## config.mk

```make
export PLATFORM = sky130hd
export DESIGN_NAME = ts_pid_filter_pes_demux
export DESIGN_NICKNAME = d
export VERILOG_FILES = /design/src/rtl/core/tspd_pkg.sv /design/src/rtl/core/ts_pid_filter_pes_demux.sv
export SDC_FILE = /design/constraint.sdc
export NUM_CORES = 1
export LEC_CHECK = 0
export BUFFER_PORTS_ARGS = -buffer_cell sky130_fd_sc_hd__buf_4
export CORE_ASPECT_RATIO = 1.75
export CORE_MARGIN = 4
export CORE_UTILIZATION = 25
export CTS_BUF_LIST = sky130_fd_sc_hd__clkbuf_8
export DETAILED_ROUTE_END_ITERATION = 6
export PLACE_DENSITY = 0.48
export SLEW_MARGIN = 25
export SYNTH_ARGS = -nofsm -noshare
export SYNTH_HDL_FRONTEND = slang
export SYNTH_SLANG_ARGS = --single-unit
```

## constraint.sdc

```tcl
create_clock -name clk_i -period 12.75 [get_ports clk_i]
set_clock_uncertainty 0.05 [all_clocks]
set_input_delay 3.1875 -clock clk_i [delete_from_list [all_inputs] [get_ports clk_i]]
set_output_delay 3.1875 -clock clk_i [all_outputs]
set_load 0.05 [all_outputs]
```

## src/rtl/core/tspd_pkg.sv

```systemverilog
// Shared types and constants for the transport stream PID filter and PES demultiplexer.
package tspd_pkg;

  localparam int unsigned PACKET_BYTES_DEF = 188;

  localparam logic [7:0] SYNC_BYTE      = 8'h47;
  localparam logic [7:0] ST_AVC         = 8'h1b;
  localparam logic [7:0] ST_HEVC        = 8'h24;
  localparam logic [7:0] ST_AAC         = 8'h0f;
  localparam logic [7:0] SID_PADDING    = 8'hbe;
  localparam logic [7:0] SID_PSM        = 8'hbc;
  localparam logic [7:0] SID_PRIVATE2   = 8'hbf;
  localparam logic [7:0] SID_ECM        = 8'hf0;
  localparam logic [7:0] SID_EMM        = 8'hf1;
  localparam logic [7:0] SID_DIRECTORY  = 8'hff;
  localparam logic [15:0] WANTED_PROG_RST = 16'h0001;

  localparam logic [1:0] ERR_NONE      = 2'd0;
  localparam logic [1:0] ERR_SYNC      = 2'd1;
  localparam logic [1:0] ERR_TRANSPORT = 2'd2;
  localparam logic [1:0] ERR_PES_START = 2'd3;

  localparam logic KIND_ES    = 1'b0;
  localparam logic KIND_ERROR = 1'b1;

  typedef enum logic [3:0] {
    PH_NONE  = 4'b0001,
    PH_ALEN  = 4'b0010,
    PH_ASKIP = 4'b0100,
    PH_PAY   = 4'b1000
  } phase_e;

  typedef enum logic [4:0] {
    TGT_NONE = 5'b00001,
    TGT_PAT  = 5'b00010,
    TGT_PMT  = 5'b00100,
    TGT_VID  = 5'b01000,
    TGT_AUD  = 5'b10000
  } target_e;

  typedef enum logic [2:0] {
    PSI_POINTER = 3'b001,
    PSI_SKIP    = 3'b010,
    PSI_SECTION = 3'b100
  } psi_e;

  // 33-bit time stamp from its five coded bytes.
  function automatic logic [32:0] stamp(input logic [7:0] p0, input logic [7:0] p1,
                                        input logic [7:0] p2, input logic [7:0] p3,
                                        input logic [7:0] p4);
    stamp = {p0[3:1], p1, p2[7:1], p3, p4[7:1]};
  endfunction

endpackage

```

## src/rtl/core/ts_pid_filter_pes_demux.sv

```systemverilog
// Top level of the transport stream PID filter and PES demultiplexer.
// Takes one transport stream byte per cycle and gives at most one result item per byte:
// either an elementary stream byte tagged with its stream and time stamps, or an error
// item for a dropped packet. Each byte is parsed in the cycle it is accepted and its
// result lands in a single output register, so the block sustains one byte per clock;
// the input stalls only while that output register is full and stalled downstream.
module ts_pid_filter_pes_demux #(
  parameter int unsigned PACKET_BYTES = tspd_pkg::PACKET_BYTES_DEF
) (
  input  logic        clk_i,
  input  logic        rst_ni,
  input  logic        wanted_program_we_i,
  input  logic [15:0] wanted_program_i,
  input  logic        in_valid_i,
  output logic        in_stall_o,
  input  logic [7:0]  stream_byte_i,
  output logic        out_valid_o,
  input  logic        out_stall_i,
  output logic        kind_o,
  output logic [1:0]  error_code_o,
  output logic        is_audio_o,
  output logic        unit_start_o,
  output logic [7:0]  es_byte_o,
  output logic [32:0] pts_o,
  output logic [32:0] dts_o,
  output logic        video_is_hevc_o
);
  import tspd_pkg::*;

  localparam int unsigned BODY_END = (PACKET_BYTES < 188) ? PACKET_BYTES : 188;

  logic [15:0] wanted_q;
  logic        locked_q, locked_d;
  logic [7:0]  pos_q, pos_d;
  logic [7:0]  hdr1_q, hdr1_d, hdr2_q, hdr2_d;
  logic [7:0]  skip_q, skip_d;
  logic [12:0] pmt_pid_q, pmt_pid_d, video_pid_q, video_pid_d, audio_pid_q, audio_pid_d;
  logic        pmt_valid_q, pmt_valid_d;
  logic [1:0]  pids_valid_q, pids_valid_d, codec_q, codec_d;
  logic [11:0] sec_cur_q, sec_cur_d, sec_len_q, sec_len_d, pil_q, pil_d;
  logic [31:0] sec_fields_q, sec_fields_d;
  logic [7:0]  pes_cur_q, pes_cur_d;
  logic [32:0] pts_v_q, pts_v_d, dts_v_q, dts_v_d, pts_a_q, pts_a_d, dts_a_q, dts_a_d;
  logic        pkt_drop_q, pkt_drop_d, pusi_q, pusi_d;
  phase_e      phase_q, phase_d;
  target_e     target_q, target_d;
  logic [1:0]  afc_q, afc_d;
  psi_e        psi_q, psi_d;
  logic        sec_ok_q, sec_ok_d, cur_next_q, cur_next_d;
  logic [15:0] entry_start_q, entry_start_d;
  logic [7:0]  entry_type_q, entry_type_d;
  logic        pes_hdr_q, pes_hdr_d, pes_drop_q, pes_drop_d, pes_special_q, pes_special_d;
  logic [8:0]  hdr_end_q, hdr_end_d;
  logic [1:0]  pes_flags_q, pes_flags_d;
  logic [7:0]  tbuf_q [10];
  logic [7:0]  tbuf_d [10];
  logic [1:0]  unit_ok_q, unit_ok_d, first_q, first_d;

  logic        res_valid;
  logic        res_kind, res_aud, res_us, res_hevc;
  logic [1:0]  res_err;
  logic [7:0]  res_byte;
  logic [32:0] res_pts, res_dts;

  logic        out_valid_q;
  logic        accept;

  assign in_stall_o = out_valid_q & out_stall_i;
  assign accept     = in_valid_i & ~in_stall_o;

  always_comb begin
    logic [7:0]  b;
    logic [8:0]  pos_inc;
    logic [12:0] pid;
    logic        s;
    logic        payload_start;
    logic        adapt_done;
    logic [11:0] c;
    logic [15:0] i;
    logic [7:0]  pc;
    logic [8:0]  h;
    logic [32:0] pts_new;

    b = stream_byte_i;
    pos_inc = {1'b0, pos_q} + 9'd1;
    pid = '0;
    s = 1'b0;
    payload_start = 1'b0;
    adapt_done = 1'b0;
    c = sec_cur_q;
    i = '0;
    pc = pes_cur_q;
    h = '0;
    pts_new = '0;

    locked_d = locked_q; pos_d = pos_q; hdr1_d = hdr1_q; hdr2_d = hdr2_q; skip_d = skip_q;
    pmt_pid_d = pmt_pid_q; pmt_valid_d = pmt_valid_q; video_pid_d = video_pid_q;
    audio_pid_d = audio_pid_q; pids_valid_d = pids_valid_q; codec_d = codec_q;
    sec_cur_d = sec_cur_q; sec_len_d = sec_len_q; pil_d = pil_q; sec_fields_d = sec_fields_q;
    pes_cur_d = pes_cur_q; pts_v_d = pts_v_q; dts_v_d = dts_v_q; pts_a_d = pts_a_q;
    dts_a_d = dts_a_q; pkt_drop_d = pkt_drop_q; pusi_d = pusi_q; phase_d = phase_q;
    target_d = target_q; afc_d = afc_q; psi_d = psi_q; sec_ok_d = sec_ok_q;
    cur_next_d = cur_next_q; entry_start_d = entry_start_q; entry_type_d = entry_type_q;
    pes_hdr_d = pes_hdr_q; pes_drop_d = pes_drop_q; pes_special_d = pes_special_q;
    hdr_end_d = hdr_end_q; pes_flags_d = pes_flags_q; tbuf_d = tbuf_q;
    unit_ok_d = unit_ok_q; first_d = first_q;

    res_valid = 1'b0; res_kind = KIND_ES; res_err = ERR_NONE; res_aud = 1'b0;
    res_us = 1'b0; res_byte = '0; res_pts = '0; res_dts = '0; res_hevc = 1'b0;

    if (!locked_q) begin
      if (b == SYNC_BYTE) begin
        locked_d = 1'b1;
        pkt_drop_d = 1'b0;
        phase_d = PH_NONE;
        target_d = TGT_NONE;
        pos_d = 8'd1;
      end
    end else if (pos_q == 8'd0 && b != SYNC_BYTE) begin
      locked_d = 1'b0;
      res_valid = 1'b1;
      res_kind = KIND_ERROR;
      res_err = ERR_SYNC;
    end else begin
      if (pos_q == 8'd0) begin
        pkt_drop_d = 1'b0;
        phase_d = PH_NONE;
        target_d = TGT_NONE;
      end else if (pos_q < 8'd4) begin
        if (pos_q == 8'd1) begin
          hdr1_d = b;
          if (b[7]) begin
            pkt_drop_d = 1'b1;
            res_valid = 1'b1;
            res_kind = KIND_ERROR;
            res_err = ERR_TRANSPORT;
          end
        end
        if (pos_q == 8'd2) hdr2_d = b;
        if (pos_q == 8'd3) begin
          pid = {hdr1_q[4:0], hdr2_q};
          pusi_d = hdr1_q[6];
          afc_d = b[5:4];
          if (pid == 13'd0) target_d = TGT_PAT;
          else if (pmt_valid_q && pid == pmt_pid_q) target_d = TGT_PMT;
          else if (pids_valid_q[0] && pid == video_pid_q) target_d = TGT_VID;
          else if (pids_valid_q[1] && pid == audio_pid_q) target_d = TGT_AUD;
          else target_d = TGT_NONE;
          if (afc_d[1]) phase_d = PH_ALEN;
          else if (afc_d[0]) payload_start = 1'b1;
          else phase_d = PH_NONE;
        end
      end else if (!pkt_drop_q && {1'b0, pos_q} < 9'(BODY_END)) begin
        case (phase_q)
          PH_ALEN: begin
            skip_d = b;
            if (b == 8'd0) adapt_done = 1'b1;
            else phase_d = PH_ASKIP;
          end
          PH_ASKIP: begin
            skip_d = skip_q - 8'd1;
            if (skip_d == 8'd0) adapt_done = 1'b1;
          end
          PH_PAY: begin
            if ((target_q == TGT_PAT || target_q == TGT_PMT) && pusi_q) begin
              case (psi_q)
                PSI_POINTER: begin
                  skip_d = b;
                  psi_d = (b != 8'd0) ? PSI_SKIP : PSI_SECTION;
                  sec_cur_d = '0; sec_ok_d = 1'b1; sec_len_d = '0; cur_next_d = 1'b0;
                  pil_d = '0; entry_start_d = 16'hffff; sec_fields_d = '0;
                end
                PSI_SKIP: begin
                  skip_d = skip_q - 8'd1;
                  if (skip_d == 8'd0) psi_d = PSI_SECTION;
                end
                PSI_SECTION: begin
                  if (sec_ok_q) begin
                    if (c == 12'd1) begin
                      if (!b[7]) sec_ok_d = 1'b0;
                      sec_len_d = {b[3:0], 8'd0};
                    end else if (c == 12'd2) begin
                      sec_len_d = {sec_len_q[11:8], b};
                    end
                    if (target_q == TGT_PAT) begin
                      if (c == 12'd0 && b != 8'd0) sec_ok_d = 1'b0;
                      if (c == 12'd5) cur_next_d = b[0];
                      if (c >= 12'd8) begin
                        sec_fields_d = {sec_fields_q[23:0], b};
                        if (c[1:0] == 2'd3 && {1'b0, c} + 13'd2 <= {1'b0, sec_len_d}
                            && cur_next_d && sec_fields_d[31:16] == wanted_q) begin
                          pmt_pid_d = sec_fields_d[12:0];
                          pmt_valid_d = 1'b1;
                        end
                      end
                    end else begin
                      if (c == 12'd10) pil_d = {b[3:0], 8'd0};
                      if (c == 12'd11) begin
                        pil_d = {pil_q[11:8], b};
                        entry_start_d = 16'd12 + {4'd0, pil_d};
                      end
                      if (c >= 12'd12 && {4'd0, c} >= entry_start_d) begin
                        i = {4'd0, c} - entry_start_d;
                        if (i == 16'd0) begin
                          if ({1'b0, c} + 13'd6 > {1'b0, sec_len_d}) begin
                            sec_ok_d = 1'b0;
                          end else begin
                            entry_type_d = b;
                            sec_fields_d = '0;
                          end
                        end else begin
                          sec_fields_d = {sec_fields_q[23:0], b};
                        end
                        if (i == 16'd4) begin
                          pid = sec_fields_d[28:16];
                          if (entry_type_q == ST_AVC || entry_type_q == ST_HEVC) begin
                            video_pid_d = pid;
                            pids_valid_d[0] = 1'b1;
                            if (!codec_q[0]) codec_d = {entry_type_q == ST_HEVC, 1'b1};
                          end else if (entry_type_q == ST_AAC) begin
                            audio_pid_d = pid;
                            pids_valid_d[1] = 1'b1;
                          end
                          entry_start_d = {4'd0, c} + 16'd1 + {4'd0, sec_fields_d[11:0]};
                        end
                      end
                    end
                    if (c != 12'hfff) sec_cur_d = c + 12'd1;
                  end
                end
                default: ;
              endcase
            end else if ((target_q == TGT_VID || target_q == TGT_AUD) && !pes_drop_q) begin
              s = (target_q == TGT_AUD);
              if (pes_hdr_q) begin
                if ((pc < 8'd2 && b != 8'd0) || (pc == 8'd2 && b != 8'd1)) begin
                  pkt_drop_d = 1'b1;
                  res_valid = 1'b1;
                  res_kind = KIND_ERROR;
                  res_err = ERR_PES_START;
                  res_aud = s;
                end else if (pc == 8'd3 && b == SID_PADDING) begin
                  pes_drop_d = 1'b1;
                end else begin
                  if (pc == 8'd3 && (b == SID_PSM || b == SID_PRIVATE2 || b == SID_ECM
                      || b == SID_EMM || b == SID_DIRECTORY)) begin
                    pes_special_d = 1'b1;
                    hdr_end_d = 9'd6;
                  end
                  if (!pes_special_d) begin
                    if (pc == 8'd7) pes_flags_d = b[7:6];
                    if (pc == 8'd8) hdr_end_d = 9'd9 + {1'b0, b};
                    for (int k = 0; k < 10; k++) begin
                      if (pc == 8'(9 + k)) tbuf_d[k] = b;
                    end
                  end
                  if (hdr_end_d != 9'd0 && {1'b0, pc} + 9'd1 == hdr_end_d) begin
                    if (!pes_special_d) begin
                      h = hdr_end_d - 9'd9;
                      pts_new = s ? pts_a_q : pts_v_q;
                      if (pes_flags_d[1] && h >= 9'd5) begin
                        pts_new = stamp(tbuf_d[0], tbuf_d[1], tbuf_d[2], tbuf_d[3],
                                        tbuf_d[4]);
                      end
                      if (s) pts_a_d = pts_new; else pts_v_d = pts_new;
                      if (pes_flags_d[0]) begin
                        if (h >= 9'd10) begin
                          if (s) begin
                            dts_a_d = stamp(tbuf_d[5], tbuf_d[6], tbuf_d[7], tbuf_d[8],
                                            tbuf_d[9]);
                          end else begin
                            dts_v_d = stamp(tbuf_d[5], tbuf_d[6], tbuf_d[7], tbuf_d[8],
                                            tbuf_d[9]);
                          end
                        end
                      end else begin
                        if (s) dts_a_d = pts_new; else dts_v_d = pts_new;
                      end
                    end
                    unit_ok_d[s] = 1'b1;
                    first_d[s] = 1'b1;
                    pes_hdr_d = 1'b0;
                  end
                  if (pc != 8'hff) pes_cur_d = pc + 8'd1;
                end
              end else if (unit_ok_q[s]) begin
                res_valid = 1'b1;
                res_aud = s;
                res_us = first_q[s];
                res_byte = b;
                res_pts = s ? pts_a_q : pts_v_q;
                res_dts = s ? dts_a_q : dts_v_q;
                res_hevc = codec_q[1];
                first_d[s] = 1'b0;
              end
            end
          end
          default: ;
        endcase
        if (adapt_done) begin
          if (afc_q[0]) payload_start = 1'b1;
          else phase_d = PH_NONE;
        end
      end

      // Entering the payload resets the per-packet section and PES header parsers.
      if (payload_start) begin
        phase_d = PH_PAY;
        psi_d = PSI_POINTER;
        pes_drop_d = 1'b0;
        pes_hdr_d = pusi_d;
        pes_cur_d = '0;
        hdr_end_d = '0;
        pes_special_d = 1'b0;
        if (pusi_d && target_d == TGT_VID) unit_ok_d[0] = 1'b0;
        if (pusi_d && target_d == TGT_AUD) unit_ok_d[1] = 1'b0;
      end

      pos_d = (pos_inc >= 9'(PACKET_BYTES)) ? 8'd0 : pos_inc[7:0];
    end
  end

  always_ff @(posedge clk_i or negedge rst_ni) begin
    if (!rst_ni) begin
      wanted_q <= WANTED_PROG_RST;
      locked_q <= 1'b0; pos_q <= '0; hdr1_q <= '0; hdr2_q <= '0; skip_q <= '0;
      pmt_pid_q <= '0; pmt_valid_q <= 1'b0; video_pid_q <= '0; audio_pid_q <= '0;
      pids_valid_q <= '0; codec_q <= '0; sec_cur_q <= '0; sec_len_q <= '0; pil_q <= '0;
      sec_fields_q <= '0; pes_cur_q <= '0; pts_v_q <= '0; dts_v_q <= '0; pts_a_q <= '0;
      dts_a_q <= '0; pkt_drop_q <= 1'b0; pusi_q <= 1'b0; phase_q <= PH_NONE;
      target_q <= TGT_NONE; afc_q <= '0; psi_q <= PSI_POINTER; sec_ok_q <= 1'b0;
      cur_next_q <= 1'b0; entry_start_q <= '0; entry_type_q <= '0; pes_hdr_q <= 1'b0;
      pes_drop_q <= 1'b0; pes_special_q <= 1'b0; hdr_end_q <= '0; pes_flags_q <= '0;
      for (int k = 0; k < 10; k++) tbuf_q[k] <= '0;
      unit_ok_q <= '0; first_q <= '0;
      out_valid_q <= 1'b0;
    end else begin
      if (wanted_program_we_i) wanted_q <= wanted_program_i;
      if (accept) begin
        locked_q <= locked_d; pos_q <= pos_d; hdr1_q <= hdr1_d; hdr2_q <= hdr2_d;
        skip_q <= skip_d; pmt_pid_q <= pmt_pid_d; pmt_valid_q <= pmt_valid_d;
        video_pid_q <= video_pid_d; audio_pid_q <= audio_pid_d;
        pids_valid_q <= pids_valid_d; codec_q <= codec_d; sec_cur_q <= sec_cur_d;
        sec_len_q <= sec_len_d; pil_q <= pil_d; sec_fields_q <= sec_fields_d;
        pes_cur_q <= pes_cur_d; pts_v_q <= pts_v_d; dts_v_q <= dts_v_d;
        pts_a_q <= pts_a_d; dts_a_q <= dts_a_d; pkt_drop_q <= pkt_drop_d;
        pusi_q <= pusi_d; phase_q <= phase_d; target_q <= target_d; afc_q <= afc_d;
        psi_q <= psi_d; sec_ok_q <= sec_ok_d; cur_next_q <= cur_next_d;
        entry_start_q <= entry_start_d; entry_type_q <= entry_type_d;
        pes_hdr_q <= pes_hdr_d; pes_drop_q <= pes_drop_d; pes_special_q <= pes_special_d;
        hdr_end_q <= hdr_end_d; pes_flags_q <= pes_flags_d; tbuf_q <= tbuf_d;
        unit_ok_q <= unit_ok_d; first_q <= first_d;
      end
      if (accept && res_valid) out_valid_q <= 1'b1;
      else if (!out_stall_i) out_valid_q <= 1'b0;
    end
  end

  always_ff @(posedge clk_i) begin
    if (accept && res_valid) begin
      kind_o <= res_kind;
      error_code_o <= res_err;
      is_audio_o <= res_aud;
      unit_start_o <= res_us;
      es_byte_o <= res_byte;
      pts_o <= res_pts;
      dts_o <= res_dts;
      video_is_hevc_o <= res_hevc;
    end
  end

  assign out_valid_o = out_valid_q;

endmodule

```

* Yosys cells after proc, flatten, opt, wreduce, memory -nomap -nowiden
Cells that the tools add are included.
** Storage, ports and cells
- Input port bits :: 29
- Logic and storage cells :: 635
- Output and inout bits :: 82
- Flip-flop bits (word level) :: 505
** Cells by class
- Add/sub/neg operators :: 13
- Eq/ne operators :: 92
- Bitwise logic cells :: 24
- Order comparisons :: 13
- Reductions and logical operators :: 94
- Mux-type cells :: 332
** Operators with widths (number)
- $mux 29 :: 17
- $mux 33 :: 11
- $mux 16 :: 15
- $mux 9 :: 24
- $mux 8 :: 26
- $mux 12 :: 17
- $mux 1 :: 136
- $reduce_and 14->1 :: 8
- $mux 2 :: 38
- $mux 76 :: 1
- $eq 8x4->1 const B :: 9
- $pmux 12 s2 :: 3
- $reduce_and 13->1 :: 5
- $mux 4 :: 15
- $mux 5 :: 12
- $reduce_and 15->1 :: 4
- $pmux 29 s2 :: 1
- $eq 8x8->1 const B :: 6
- $reduce_and 12->1 :: 4
- $reduce_and 11->1 :: 4
- $eq 13x13->1 :: 3
- $reduce_and 17->1 :: 2
- $eq 8x2->1 const B :: 4
- $eq 8x5->1 const B :: 4
- 91 further kinds :: 199

* Depth between registers and ports, before layout
Gate-level depths: netlist (run 1).
- Word-level depth :: 44
- Gate-level depth with buffers :: 32

* Least setup slack after synthesis (run 1)
No wires, ideal clock.
- Kind :: in2reg
- From :: in stream_byte_i[3]
- To :: reg entry_start_q[10]
- Setup slack :: 3.021 ns
- Path buffers :: 5
- Arrival :: 9.558 ns
- Cell stages on the path :: 31
- Path through :: clkbuf_1 > inv_1 > clkbuf_1 > ha_1 > or3_1 > a21oi_1 > a21oi_1 > ha_1 > and3_1 > clkbuf_1 > a221oi_2 > o21ai_0 > or4_1 > nor3_1 > o32a_1 > nand4_1 > nor4_1 > clkbuf_1 > clkbuf_1 > o21ai_0 > ha_1 > nor2b_1 > o21a_1 > o21ai_0 > a21oi_1 > o21ai_0 > a21oi_1 > or3_1 > nand2_1 > mux2i_1 > o22a_1
** Between the ends
- Longest elaborated chain between the ends :: 32
- Elaborated cells on any way between the ends :: 52
- Those cells by class :: add/sub (3); order compare (2); eq/ne (2); mux (40); bitwise (1); reduce/logical (4)
** RTL lines
- start: declaration :: line ts_pid_filter_pes_demux.sv:16 : input logic [7:0] stream_byte_i,
- $add 4x12->13 :: line ts_pid_filter_pes_demux.sv:200 : entry_start_d = 16'd12 + {4'd0, pil_d};
- $mux 16 :: line ts_pid_filter_pes_demux.sv:198 : if (c == 12'd11) begin
- $mux 16 :: line ts_pid_filter_pes_demux.sv:185 : if (target_q == TGT_PAT) begin
- $mux 16 :: line ts_pid_filter_pes_demux.sv:178 : if (sec_ok_q) begin
- $mux 16 :: line ts_pid_filter_pes_demux.sv:166 : case (psi_q)
- $mux 16 :: line ts_pid_filter_pes_demux.sv:165 : if ((target_q == TGT_PAT || target_q == TGT_PMT) && pusi_q) begin
- $mux 16 :: line ts_pid_filter_pes_demux.sv:154 : case (phase_q)
- $mux 16 :: line ts_pid_filter_pes_demux.sv:153 : end else if (!pkt_drop_q && {1'b0, pos_q} < 9'(BODY_END)) begin
- [... 16 more ...]
- $mux 29 :: line ts_pid_filter_pes_demux.sv:119 : end else if (pos_q == 8'd0 && b != SYNC_BYTE) begin
- $mux 29 :: line ts_pid_filter_pes_demux.sv:111 : if (!locked_q) begin
- $add 13x12->14 :: line ts_pid_filter_pes_demux.sv:224 : entry_start_d = {4'd0, c} + 16'd1 + {4'd0, sec_fields_d[11:0]};
- $mux 16 :: line ts_pid_filter_pes_demux.sv:214 : if (i == 16'd4) begin
- $mux 16 :: line ts_pid_filter_pes_demux.sv:202 : if (c >= 12'd12 && {4'd0, c} >= entry_start_d) begin
- $mux 16 :: line ts_pid_filter_pes_demux.sv:185
- $mux 16 :: line ts_pid_filter_pes_demux.sv:178
- $pmux 16 s2 :: line ts_pid_filter_pes_demux.sv:166
- end signal: assignment :: line ts_pid_filter_pes_demux.sv:349 : entry_start_q <= entry_start_d; entry_type_q <= entry_type_d;
- end: declaration :: line ts_pid_filter_pes_demux.sv:50 : logic [15:0] entry_start_q, entry_start_d;
Parallel ways exist; a longest one is shown, timed or not. The select of a mux whose other input is x is not followed.
A chain may end at the register's enable or synchronous reset.

* Worst setup path after layout (run 1)
- From :: in stream_byte_i[2]
- To :: reg entry_start_q[12]
Same word-level chain as after synthesis.

==> metrics.csv, run 1 <==
stage,metric,value,unit
grt,vias in the first global route,21200,
sta,Setup-failing EPs final,0,
route,vias,20300,
setup_path,Crit path largest cell delay,530,ps
grt,total gr overflow,0,
setup_path,WP data required,13350,ps
sta,RSZ-0062 raised after global routing,false,
synth,net count after synthesis,2763,
cells_and_area,Reg area,0.0126,mm^2
grt,initial antenna violation count,3,
synth,Post-Syn Instances,2662,
power,total power,0.00365,W
route,DRT iter0 DRCs,1090,
sta,"Slew Viols, Final",0,
setup_path,R2R cell count,29,
sta,Fmax,0.102,GHz
floorplan,site row count,158,
synth,post-synth cell types,104,
sta,post-layout min period,9790,ps
setup_path,CP Max Fanout,38,
synth,ranking of synthesized cells by area,"dfrtp_1 38%, edfxtp_1 9.0%, mux2_2 8.4%",
grt,All-Layer GR Usage,15.5,%
clock_tree,Post-CTS Resized,0,
placement,DP Wirelength,62.0,mm
placement,routability congestion estimate,0.895,
cells_and_area,layout cells sized above 1,19.7,%
setup_path,reg-to-reg endpoint,entry_start_q[12]$_DFFE_PN0P_,
cells_and_area,Finished Core Util,29.0,%
floorplan,Initial Utilization,25.2,%
route,Avg WL per Cell,21.4,um
setup_path,startpoint types,primary input,
clock_tree,clock sink count,488,
sta,Final Hold Viols,0,
placement,dpl cells,4006,
clock_tree,CTS Root Buffer Type,clkbuf_8,
route,First-pass DRT Iterations,7,
floorplan,# IOs,111,
min_path,hold path depth,1,
cells_and_area,"most common cell after layout, fill and taps aside",dfrtp_1,
power,power per cell area,119,mW/mm^2
route,drt total wl,88.8,mm
floorplan,die extent in y,441,um
clock_tree,CTS max path bufs,3,
floorplan,full die area,0.113,mm^2
cells_and_area,Area growth syn-to-layout,14.9,%
synth,sequential fraction of the synthesis area,47.1,%
setup_path,CP max stage cell,or4_1,
power,Leakage,12.9,nW
run,# Max-Cap Violations,0,
min_path,Hold/Removal Path Class,flip-flop to flip-flop,
min_path,min-delay src,pids_valid_q[1]$_DFFE_PN0P_,
synth,area share of the largest cell type after synthesis,37.7,%
sta,setup TNS,0,ps
grt,first-pass GRT wire length,135,mm
synth,Post-synth EDFFs,80,
setup_path,worst r2r src,sec_cur_q[1]$_DFFE_PN0P_,
clock_tree,number of buffers created by CTS,81,
placement,port bufs,110,
sta,Max-Slew Margin vs Limit,28.9,%
setup_path,crit end category,flip-flop,
outcome,status,"complete, no violations",
cells_and_area,final std cells w/o fill,4158,
floorplan,Core Box Area,0.106,mm^2
clock_tree,"Hold-fix buffers, CTS",0,
route,post-DR vias/cell,4.89,
synth,fraction of registers with async set/reset,83.6,%
clock_tree,H-tree depth,3,
route,drt drc,0,
cells_and_area,multi-input gate area in the final layout,0.0132,mm^2
synth,Synth Register Bits,488,
setup_path,reg2reg setup slack,4740,ps
synth,synth warn,0,
cells_and_area,Layout fillers,11000,
clock_tree,latest clock arrival within the worst-skew pair,760,ps
clock_tree,"Reg clk slew, reported paths",70,ps
clock_tree,CTS tree,built,
min_path,WHS Endpoint,pids_valid_q[1]$_DFFE_PN0P_,
synth,synthesized cell area,0.0268,mm^2
route,ANT nets after route,0,
sta,fin crit share,76.8,%
grt,largest net degree at the start of global routing,160,
power,Peak VDD IR,0.0000646,V
synth,most frequently used flop master after synthesis,dfrtp_1,
cells_and_area,Nets,2831,
sta,Slew @ Worst Pin,1060,ps
floorplan,Die Wd,255,um
synth,"Avg Cell Area, Syn",10.1,um^2
synth,cell taking the most area after synthesis,dfrtp_1,
clock_tree,post-CTS setup buffer count,0,
setup_path,worst path arrival time,10390,ps
setup_path,WS Path Type,primary input to flip-flop,
cells_and_area,"leading cell types in the layout, fill and taps excluded","404 x dfrtp_1, 295 x nand2_1, 224 x nor2_1",
==> cells in the mapped netlist, types with 27 or more instances <==
master and count:
a21oi_1 170, a22o_1 27, clkbuf_1 131, dfrtp_1 404, edfxtp_1 80, ha_1 71
inv_1 82, mux2_2 200, mux2i_1 107, nand2_1 295, nand3_1 52, nand4_1 38
nor2_1 224, nor2b_1 33, o21ai_0 182, xnor2_1 68, xor2_1 48
==> sequential cells by signal, summed over array words and instances, names as in the netlist, 9 cells and up, named ones only <==
| name | cells |
|---|---|
| video_pid_q | 13 |
| pts_a_q | 33 |
| hdr_end_q | 9 |
| pts_o | 33 |
| audio_pid_q | 13 |
| wanted_q | 16 |
| sec_fields_q | 24 |
| dts_a_q | 33 |
| dts_v_q | 33 |
| sec_cur_q | 12 |
| tbuf_q | 66 |
| pts_v_q | 33 |
| pmt_pid_q | 13 |
| dts_o | 33 |
| sec_len_q | 12 |
| entry_start_q | 16 |
==> critical path, delay by kind of cell <==
kind / cells / cell delay, ps
adders and majority gates: 3 / 970
buffers and inverters: 3 / 900
and+or+nand+nor: 9 / 2270
AOI/OAI and AO/OA: 14 / 3050
==> stage by stage <==
step | hold WS, ps | setup slack [ps] | instance area, um^2
global placement | 401 | 2240 | 29000
CTS | 421 | 3150 | 30700
detailed placement | 405 | 2330 | 29000
finish | 418 | 2960 | 30800
global route | 443 | 2490 | 30800
floorplan | 384 | 3020 | 26800
==> report_power, final <==
group / switching [W] / internal, W / total (W) / leakage, nW
clock: 0.000726 / 0.000799 / 0.00152 / 0.962
combinational: 0.000284 / 0.000139 / 0.000423 / 5.94
sequential: 0.0000738 / 0.00163 / 0.00170 / 6.00
==> final cells by class <==
| cell class | instances | area share [%] |
|---|---|---|
| well taps | 1360 | 5.53 |
| repair buffers | 152 | 3.89 |
| flip-flops and latches | 488 | 41.0 |
| clock buffers | 92 | 4.11 |
| inverters | 84 | 1.02 |
| multi-input cells | 1923 | 42.9 |
| diodes | 2 | 0.0163 |
| clock inverters | 57 | 1.52 |
==> routing by layer <==
metal / wire (um) / GRT usage [%] / vias to the layer above
met1: 34300 / 17.0 / 10100
met3: 2930 / 2.27 / 170
met5: 0 / 0 / -
li1: - / - / 9630
met2: 47000 / 29.1 / 448
met4: 4570 / 7.80 / 0
==> kinds of logic after synthesis <==
kind of cell	after synthesis	share of synthesized area [%]
adders and majority gates	72	3.39
buffers and inverters	251	3.84
and+or+nand+nor	845	15.5
muxes	331	13.4
AOI/OAI and AO/OA	559	13.0
xor gates and xnor gates	116	3.79
DFF	488	47.1
==> worst max path at each step <==
stage                                start                            end  slack [ps]
after floorplan           stream_byte_i[3]  entry_start_q[10]$_DFFE_PN0P_        3020
after global placement    stream_byte_i[2]  entry_start_q[12]$_DFFE_PN0P_        2240
after detailed placement  stream_byte_i[2]  entry_start_q[12]$_DFFE_PN0P_        2330
after CTS                 stream_byte_i[2]  entry_start_q[12]$_DFFE_PN0P_        3150
after global routing      stream_byte_i[2]  entry_start_q[12]$_DFFE_PN0P_        2490
final                     stream_byte_i[2]  entry_start_q[12]$_DFFE_PN0P_        2960
No activity file was read; power rests on OpenSTA's default activity.
==> run 2: changes to the inputs <==
- ABC_AREA: not set -> 1
- clock period: 12.75 -> 9.1 ns (I/O delays scaled with it)
==> run 2 against run 1 <==
Synthesized cell count increased by 39%. Highest routed layer unchanged. Die area grew 5.9%. Routed wire length up 15%. Final area is 6.3% higher. Critical path depth increased by 6. Utilization about the same.
==> metrics.csv, run 2 <==
stage,metric,value,unit,change
synth,post-synth cell types,69,,-34%
floorplan,Die Wd,263,um,+2.9%
outcome,status,"complete, no violations",,
clock_tree,CTS tree,built,,
setup_path,Worst path most repeated cell,a21oi_1,,
synth,ranking of synthesized cells by area,"dfrtp_1 36%, nand2_1 14%, edfxtp_1 8.5%",,
floorplan,Initial Utilization,25.2,%,-0.052 points
setup_path,Crit path largest cell delay,380,ps,-150 ps
clock_tree,Post-CTS Resized,0,,unchanged
synth,Post-Syn Instances,3703,,+39%
sta,Final Hold Viols,0,,unchanged
min_path,WHS Endpoint,pmt_valid_q$_DFFE_PN0P_,,
grt,All-Layer GR Usage,16.8,%,+1.4 points
sta,setup TNS,0,ps,unchanged
setup_path,cell family with most CP delay,compound AO/OA/AOI/OAI gates,,
power,power per cell area,173,mW/mm^2,+46%
sta,fin crit share,81.4,%,
synth,most frequently used flop master after synthesis,dfrtp_1,,
clock_tree,clock sink count,493,,+1.0%
cells_and_area,Nets,3890,,+37%
cells_and_area,max FFs per register,66,,unchanged
sta,Max-Slew Margin vs Limit,33.6,%,+4.7 points
route,First-pass DRT Iterations,6,,-1
grt,total gr overflow,0,,unchanged
synth,Synth Register Bits,493,,+1.0%
route,ANT nets after route,0,,unchanged
clock_tree,H-tree depth,3,,unchanged
grt,vias in the first global route,25300,,+19%
route,drt drc,0,,unchanged
route,met1 wire length,37.9,mm,+11%
setup_path,CP Buf/Inv Count,7,,+4
synth,net count after synthesis,3804,,+38%
setup_path,CP startpoint,stream_byte_i[2],,
placement,routability congestion estimate,0.900,,+0.55%
floorplan,die extent in y,454,um,+2.9%
floorplan,Core Box Area,0.113,mm^2,+6.2%
cells_and_area,layout cells sized above 1,11.4,%,-8.4 points
setup_path,reg2reg setup slack,2400,ps,-2340 ps
cells_and_area,Layout fillers,12300,,+12%
setup_path,worst r2r src,sec_cur_q[1]$_DFFE_PN0P_,,
power,part of the power in registers,43.6,%,-3.1 points
setup_path,WS Path Type,primary input to flip-flop,,
setup_path,WP data required,9660,ps,-3690 ps
power,total power,0.00567,W,+55%
synth,synth warn,0,,unchanged
synth,"Avg Cell Area, Syn",7.67,um^2,-24%
route,DRT iter0 DRCs,1690,,+55%
clock_tree,number of buffers created by CTS,86,,+6.2%
placement,DP Wirelength,72.6,mm,+17%
power,clock share of power,39.5,%,-2.2 points
grt,largest net degree at the start of global routing,166,,+3.8%
floorplan,full die area,0.119,mm^2,+5.9%
synth,cell taking the most area after synthesis,dfrtp_1,,
clock_tree,CTS Root Buffer Type,clkbuf_8,,
run,# Max-Cap Violations,0,,unchanged
cells_and_area,Reg with most FFs,tbuf_q,,
setup_path,crit end category,flip-flop,,
power,Gate power share,17.0,%,+5.4 points
grt,first-pass GRT wire length,155,mm,+15%
setup_path,CP max stage cell,ha_1,,
cells_and_area,"leading cell types in the layout, fill and taps excluded","1023 x nand2_1, 409 x dfrtp_1, 407 x inv_1",,
clock_tree,post-CTS setup buffer count,0,,unchanged
synth,synthesized cell area,0.0284,mm^2,+6.0%
placement,port bufs,110,,unchanged
route,post-DR vias/cell,4.72,,-3.5%
clock_tree,"Hold-fix buffers, CTS",0,,unchanged
grt,initial antenna violation count,4,,+1
sta,"Slew Viols, Final",0,,unchanged
floorplan,site row count,163,,+3.2%
sta,RSZ-0062 raised after global routing,false,,
min_path,min-delay src,pmt_valid_q$_DFFE_PN0P_,,
sta,Slew @ Worst Pin,993,ps,-65.5 ps
cells_and_area,Area growth syn-to-layout,15.2,%,
sta,Fmax,0.135,GHz,
power,Peak VDD IR,0.000109,V,+69%
power,switching pwr,0.00183,W,+69%
route,routed wl met2,53.6,mm,+14%
cells_and_area,"most common cell after layout, fill and taps aside",nand2_1,,
route,routed length on met3,4.03,mm,+37%
synth,area share of the largest cell type after synthesis,36.0,%,-1.7 points
power,switching share of power,32.3,%,+2.7 points
synth,sequential fraction of the synthesis area,44.9,%,-2.2 points
clock_tree,"Reg clk slew, reported paths",70,ps,about the same
setup_path,R2R cell count,34,,+17%
route,drt total wl,102,mm,+15%
route,vias,25300,,+24%
synth,leading cell type by number of instances after synthesis,nand2_1,,
setup_path,startpoint types,primary input,,
sta,post-layout min period,7410,ps,
setup_path,CP Max Fanout,28,,-26%
min_path,Hold/Removal Path Class,flip-flop to flip-flop,,
route,Avg WL per Cell,19.1,um,-10%
synth,Post-synth EDFFs,80,,unchanged
sta,Setup-failing EPs final,0,,unchanged
setup_path,reg-to-reg endpoint,entry_start_q[12]$_DFFE_PN0P_,,
floorplan,# IOs,111,,unchanged
synth,most frequent cells after synthesis,"1024 x nand2_1, 409 x dfrtp_1, 391 x inv_1",,
min_path,hold path depth,2,,+1
synth,fraction of registers with async set/reset,83.8,%,+0.17 points
route,Highest Signal Layer,met4,,
clock_tree,latest clock arrival within the worst-skew pair,760,ps,about the same
setup_path,worst path arrival time,7970,ps,-2420 ps
clock_tree,CTS max path bufs,3,,unchanged
power,internal power,0.00384,W,+49%
power,Leakage,15.2,nW,+18%
==> run 2: stage by stage <==
stage / util (%) / cells / setup slack [ps] / hold WS [ps] / cell area [um^2]
final: 29.0 / 5348 / 1690 / 404 / 32700
after global routing: 29.0 / 5347 / 1130 / 446 / 32700
after CTS: 29.0 / 5345 / 1760 / 410 / 32700
after detailed placement: 27.3 / 5185 / 941 / 394 / 30800
after global placement: 27.3 / 5185 / 987 / 389 / 30800
after floorplan: - / 3703 / 375 / 373 / 28400
==> run 2: logic make-up (layout without fill, tap and decap cells) <==
logic type | count (synthesis) | after routing | share of synthesized area, %
multiplexers | 11 | 11 | 0.441
XOR/XNOR | 79 | 79 | 2.44
adder cells (fa/ha/maj) | 72 | 72 | 3.20
AND/OR/NAND/NOR | 1799 | 1799 | 28.0
other | 0 | 2 | 0
flip-flops | 493 | 493 | 44.9
AO/OA/AOI/OAI | 672 | 672 | 13.0
buffers and inverters | 577 | 735 | 8.11
==> run 2: layer usage <==
layer | vias up | global-route usage (%)
li1 | 12300 | -
met1 | 12100 | 17.7
met2 | 612 | 31.7
met3 | 248 | 2.34
met4 | 0 | 10.2
met5 | - | 0
==> run 2: worst max path at each step <==
stage,to,slack [ps],depth (start not counted)
3_5_place_dp,entry_start_q[12]$_DFFE_PN0P_,940,35
6_report,entry_start_q[12]$_DFFE_PN0P_,1690,35
2_1_floorplan,out_valid_o$_DFFE_PN0P_,380,15
5_1_grt,entry_start_q[12]$_DFFE_PN0P_,1130,37
3_3_place_gp,entry_start_q[11]$_DFFE_PN0P_,990,35
4_1_cts,entry_start_q[12]$_DFFE_PN0P_,1760,35
==> run 2: area by class of cell <==
class	count	area [um^2]	share of cell area, %
sequential	493	12700	39.0
inverter	415	1560	4.76
clock inverter	54	392	1.20
multi-input combinational	2633	13400	41.1
timing repair buffer	160	1270	3.87
tap	1485	1860	5.68
antenna	2	5.00	0.0153
clock buffer	106	1460	4.46
==> run 2: power by group through the flow <==
stage	logic, W	clock network, W	registers [W]
after floorplan	0.000574	0	0.00253
after global placement	0.000967	0	0.00251
after detailed placement	0.000968	0	0.00251
after CTS	0.000973	0.00232	0.00247
after global routing	0.00107	0.00241	0.00248
final	0.000961	0.00224	0.00247
==> run 2: worst register-to-register path: cells and delay by family, from the launching register on <==
kind	cells	cell delay, ps
flops	1	580
buf+inv	6	890
compound gates	13	2110
simple gates	12	1770
fa+ha+maj	3	1170
==> run 3: changes to the inputs <==
- PLACE_DENSITY: 0.48 -> 0.49
- clock period: 9.1 -> 6.6 ns (I/O delays scaled with it)
==> run 3 against run 2 <==
Critical path depth unchanged. Setup slack worse by 1100 ps. Via count down 0.20%. Global-route usage down 1.0 points. Clock power up 32%. Worst hold slack better by 2.7 ps. Highest routed layer unchanged. Flip-flop and latch count unchanged. First-iteration DRC count down 13%.
==> metrics.csv, run 3 (synthesized netlist as in run 2, its figures left out) <==
stage,metric,value,unit,change
outcome,status,"complete, no violations",,
cells_and_area,"most common cell after layout, fill and taps aside",nand2_1,,
sta,Setup WS post-layout,627,ps,-1060 ps
sta,setup TNS,0,ps,unchanged
clock_tree,CTS max path bufs,3,,unchanged
cells_and_area,Nets,3981,,+2.3%
clock_tree,"Hold-fix buffers, CTS",0,,unchanged
sta,post-layout min period,5970,ps,
power,switching pwr,0.00249,W,+36%
grt,All-Layer GR Usage,15.8,%,-1.0 points
placement,routability congestion estimate,0.907,,+0.76%
power,Gate power share,17.5,%,+0.5 points
grt,initial antenna violation count,3,,-1
run,# Max-Cap Violations,0,,unchanged
placement,Post-Place Setup Slack,-132,ps,-1070 ps
clock_tree,latest clock arrival within the worst-skew pair,750,ps,about the same
clock_tree,post-CTS setup buffer count,0,,unchanged
sta,fin crit share,90.5,%,
clock_tree,"Reg clk slew, reported paths",70,ps,about the same
floorplan,full die area,0.119,mm^2,unchanged
setup_path,reg-to-reg endpoint,entry_start_q[12]$_DFFE_PN0P_,,
setup_path,CP startpoint,stream_byte_i[2],,
sta,"Slew Viols, Final",0,,unchanged
clock_tree,number of buffers created by CTS,85,,-1.2%
clock_tree,CTS tree,built,,
route,post-DR vias/cell,4.64,,-1.8%
power,switching share of power,32.2,%,-0.16 points
setup_path,CP Max Fanout,7,,-75%
route,drt total wl,96.6,mm,-5.6%
power,part of the power in registers,44.3,%,+0.7 points
floorplan,Initial Utilization,25.2,%,unchanged
route,ANT nets after route,0,,unchanged
min_path,Hold/Removal Path Class,flip-flop to flip-flop,,
sta,Slew @ Worst Pin,1020,ps,+26.6 ps
setup_path,crit end category,flip-flop,,
sta,Fmax,0.167,GHz,
setup_path,Crit path largest cell delay,350,ps,-30 ps
cells_and_area,max FFs per register,66,,unchanged
power,Peak VDD IR,0.000145,V,+33%
clock_tree,CTS Root Buffer Type,clkbuf_8,,
grt,largest net degree at the start of global routing,118,,-29%
route,Avg WL per Cell,17.8,um,-7.2%
setup_path,worst path arrival time,6530,ps,-1440 ps
power,power per cell area,231,mW/mm^2,+33%
sta,Setup-failing EPs final,0,,unchanged
sta,RSZ-0062 raised after global routing,false,,
floorplan,die extent in y,454,um,unchanged
setup_path,R2R cell count,30,,-12%
placement,port bufs,110,,unchanged
power,clock share of power,38.3,%,-1.2 points
power,internal power,0.00524,W,+37%
floorplan,Die Wd,263,um,unchanged
floorplan,# IOs,111,,unchanged
cells_and_area,layout cells sized above 1,13.3,%,+1.9 points
floorplan,Core Box Area,0.113,mm^2,unchanged
setup_path,crit path capture,entry_start_q[12]$_DFFE_PN0P_,,
clock_tree,clock sink count,493,,unchanged
floorplan,site row count,163,,unchanged
grt,total gr overflow,0,,unchanged
sta,Final Hold Viols,0,,unchanged
sta,Worst Hold Slack,407,ps,+2.74 ps
route,First-pass DRT Iterations,6,,unchanged
cells_and_area,Area growth syn-to-layout,17.6,%,
sta,Max-Slew Margin vs Limit,31.8,%,-1.8 points
setup_path,WS Path Type,primary input to flip-flop,,
placement,DP Wirelength,68.9,mm,-5.1%
setup_path,reg2reg setup slack,720,ps,-1680 ps
cells_and_area,"leading cell types in the layout, fill and taps excluded","1023 x nand2_1, 423 x inv_1, 408 x dfrtp_1",,
route,DRT iter0 DRCs,1472,,-13%
cells_and_area,Reg with most FFs,tbuf_q,,
setup_path,WP data required,7160,ps,-2500 ps
power,Leakage,15.6,nW,+2.3%
setup_path,startpoint types,primary input,,
setup_path,worst r2r src,sec_cur_q[4]$_DFFE_PN0P_,,
grt,first-pass GRT wire length,149,mm,-4.1%
clock_tree,H-tree depth,3,,unchanged
route,drt drc,0,,unchanged
route,vias,25200,,-0.20%
setup_path,CP max stage cell,ha_1,,
grt,vias in the first global route,25400,,+0.43%
[run 3: changes by cell type in the layout (fill, tap and decap cells not counted), moves of 3 or more]
cell,previous run,this run
clkinv_2,18,8
buf_4,155,243
inv_1,407,423
buf_12,3,8
clkinv_1,14,11
clkbuf_8,106,102
[run 3: worst min-delay path by stage]
| stage | start | end | slack [ps] | depth (start not counted) |
|---|---|---|---|---|
| 5_1_grt | pmt_valid_q$_DFFE_PN0P_ | pmt_valid_q$_DFFE_PN0P_ | 410 | 2 |
| 4_1_cts | pmt_valid_q$_DFFE_PN0P_ | pmt_valid_q$_DFFE_PN0P_ | 410 | 2 |
| 3_5_place_dp | pmt_valid_q$_DFFE_PN0P_ | pmt_valid_q$_DFFE_PN0P_ | 390 | 2 |
| 6_report | pmt_valid_q$_DFFE_PN0P_ | pmt_valid_q$_DFFE_PN0P_ | 410 | 2 |
| 2_1_floorplan | pmt_valid_q$_DFFE_PN0P_ | pmt_valid_q$_DFFE_PN0P_ | 370 | 2 |
| 3_3_place_gp | pmt_valid_q$_DFFE_PN0P_ | pmt_valid_q$_DFFE_PN0P_ | 390 | 2 |
[run 3: what timing repair did]
item,in CTS,in global routing
resized for setup,0,1
endpoints found under the setup margin,0,2
endpoints found under the hold margin,0,0
[run 3: final cells by class]
type / instances / area [um^2]
antenna: 2 / 5.00
inverter: 415 / 1560
clock inverter: 56 / 363
timing repair buffer: 252 / 2000
fill: 12200 / 79400
tap: 1485 / 1860
multi-input combinational: 2633 / 13500
clock buffer: 102 / 1400
sequential: 493 / 12700
[run 3: per-stage QoR]
stage               instance area [um^2]  power [W]  utilization (%)  instances
finish                             33400    0.00773             29.6       5438
detailed placement                 31600    0.00484             28.0       5278
floorplan                          28500    0.00428                -       3703
global route                       33400    0.00814             29.6       5437
global placement                   31600    0.00483             28.0       5278
CTS                                33400    0.00786             29.6       5436
[run 3: power groups by stage]
stage / Sequential, W / Clock [W] / Combinational (W)
6_report: 0.00342 / 0.00296 / 0.00135
5_1_grt: 0.00344 / 0.00320 / 0.00150
4_1_cts: 0.00342 / 0.00307 / 0.00136
3_5_place_dp: 0.00348 / 0 / 0.00136
3_3_place_gp: 0.00348 / 0 / 0.00135
2_1_floorplan: 0.00348 / 0 / 0.000794
[run 3: routing by layer]
layer	vias to the layer above	wire, um	track usage (%)
li1	12500	-	-
met1	12000	37400	17.2
met2	535	51700	30.6
met3	173	3850	2.31
met4	0	3600	6.47
met5	-	0	0
[run 3: worst max-delay path, delay by kind of cell]
family	cells	cell delay [ps]
buffers and inverters	7	650
adders and majority gates	3	850
AOI/OAI and AO/OA	13	1990
and+or+nand+nor	12	1360
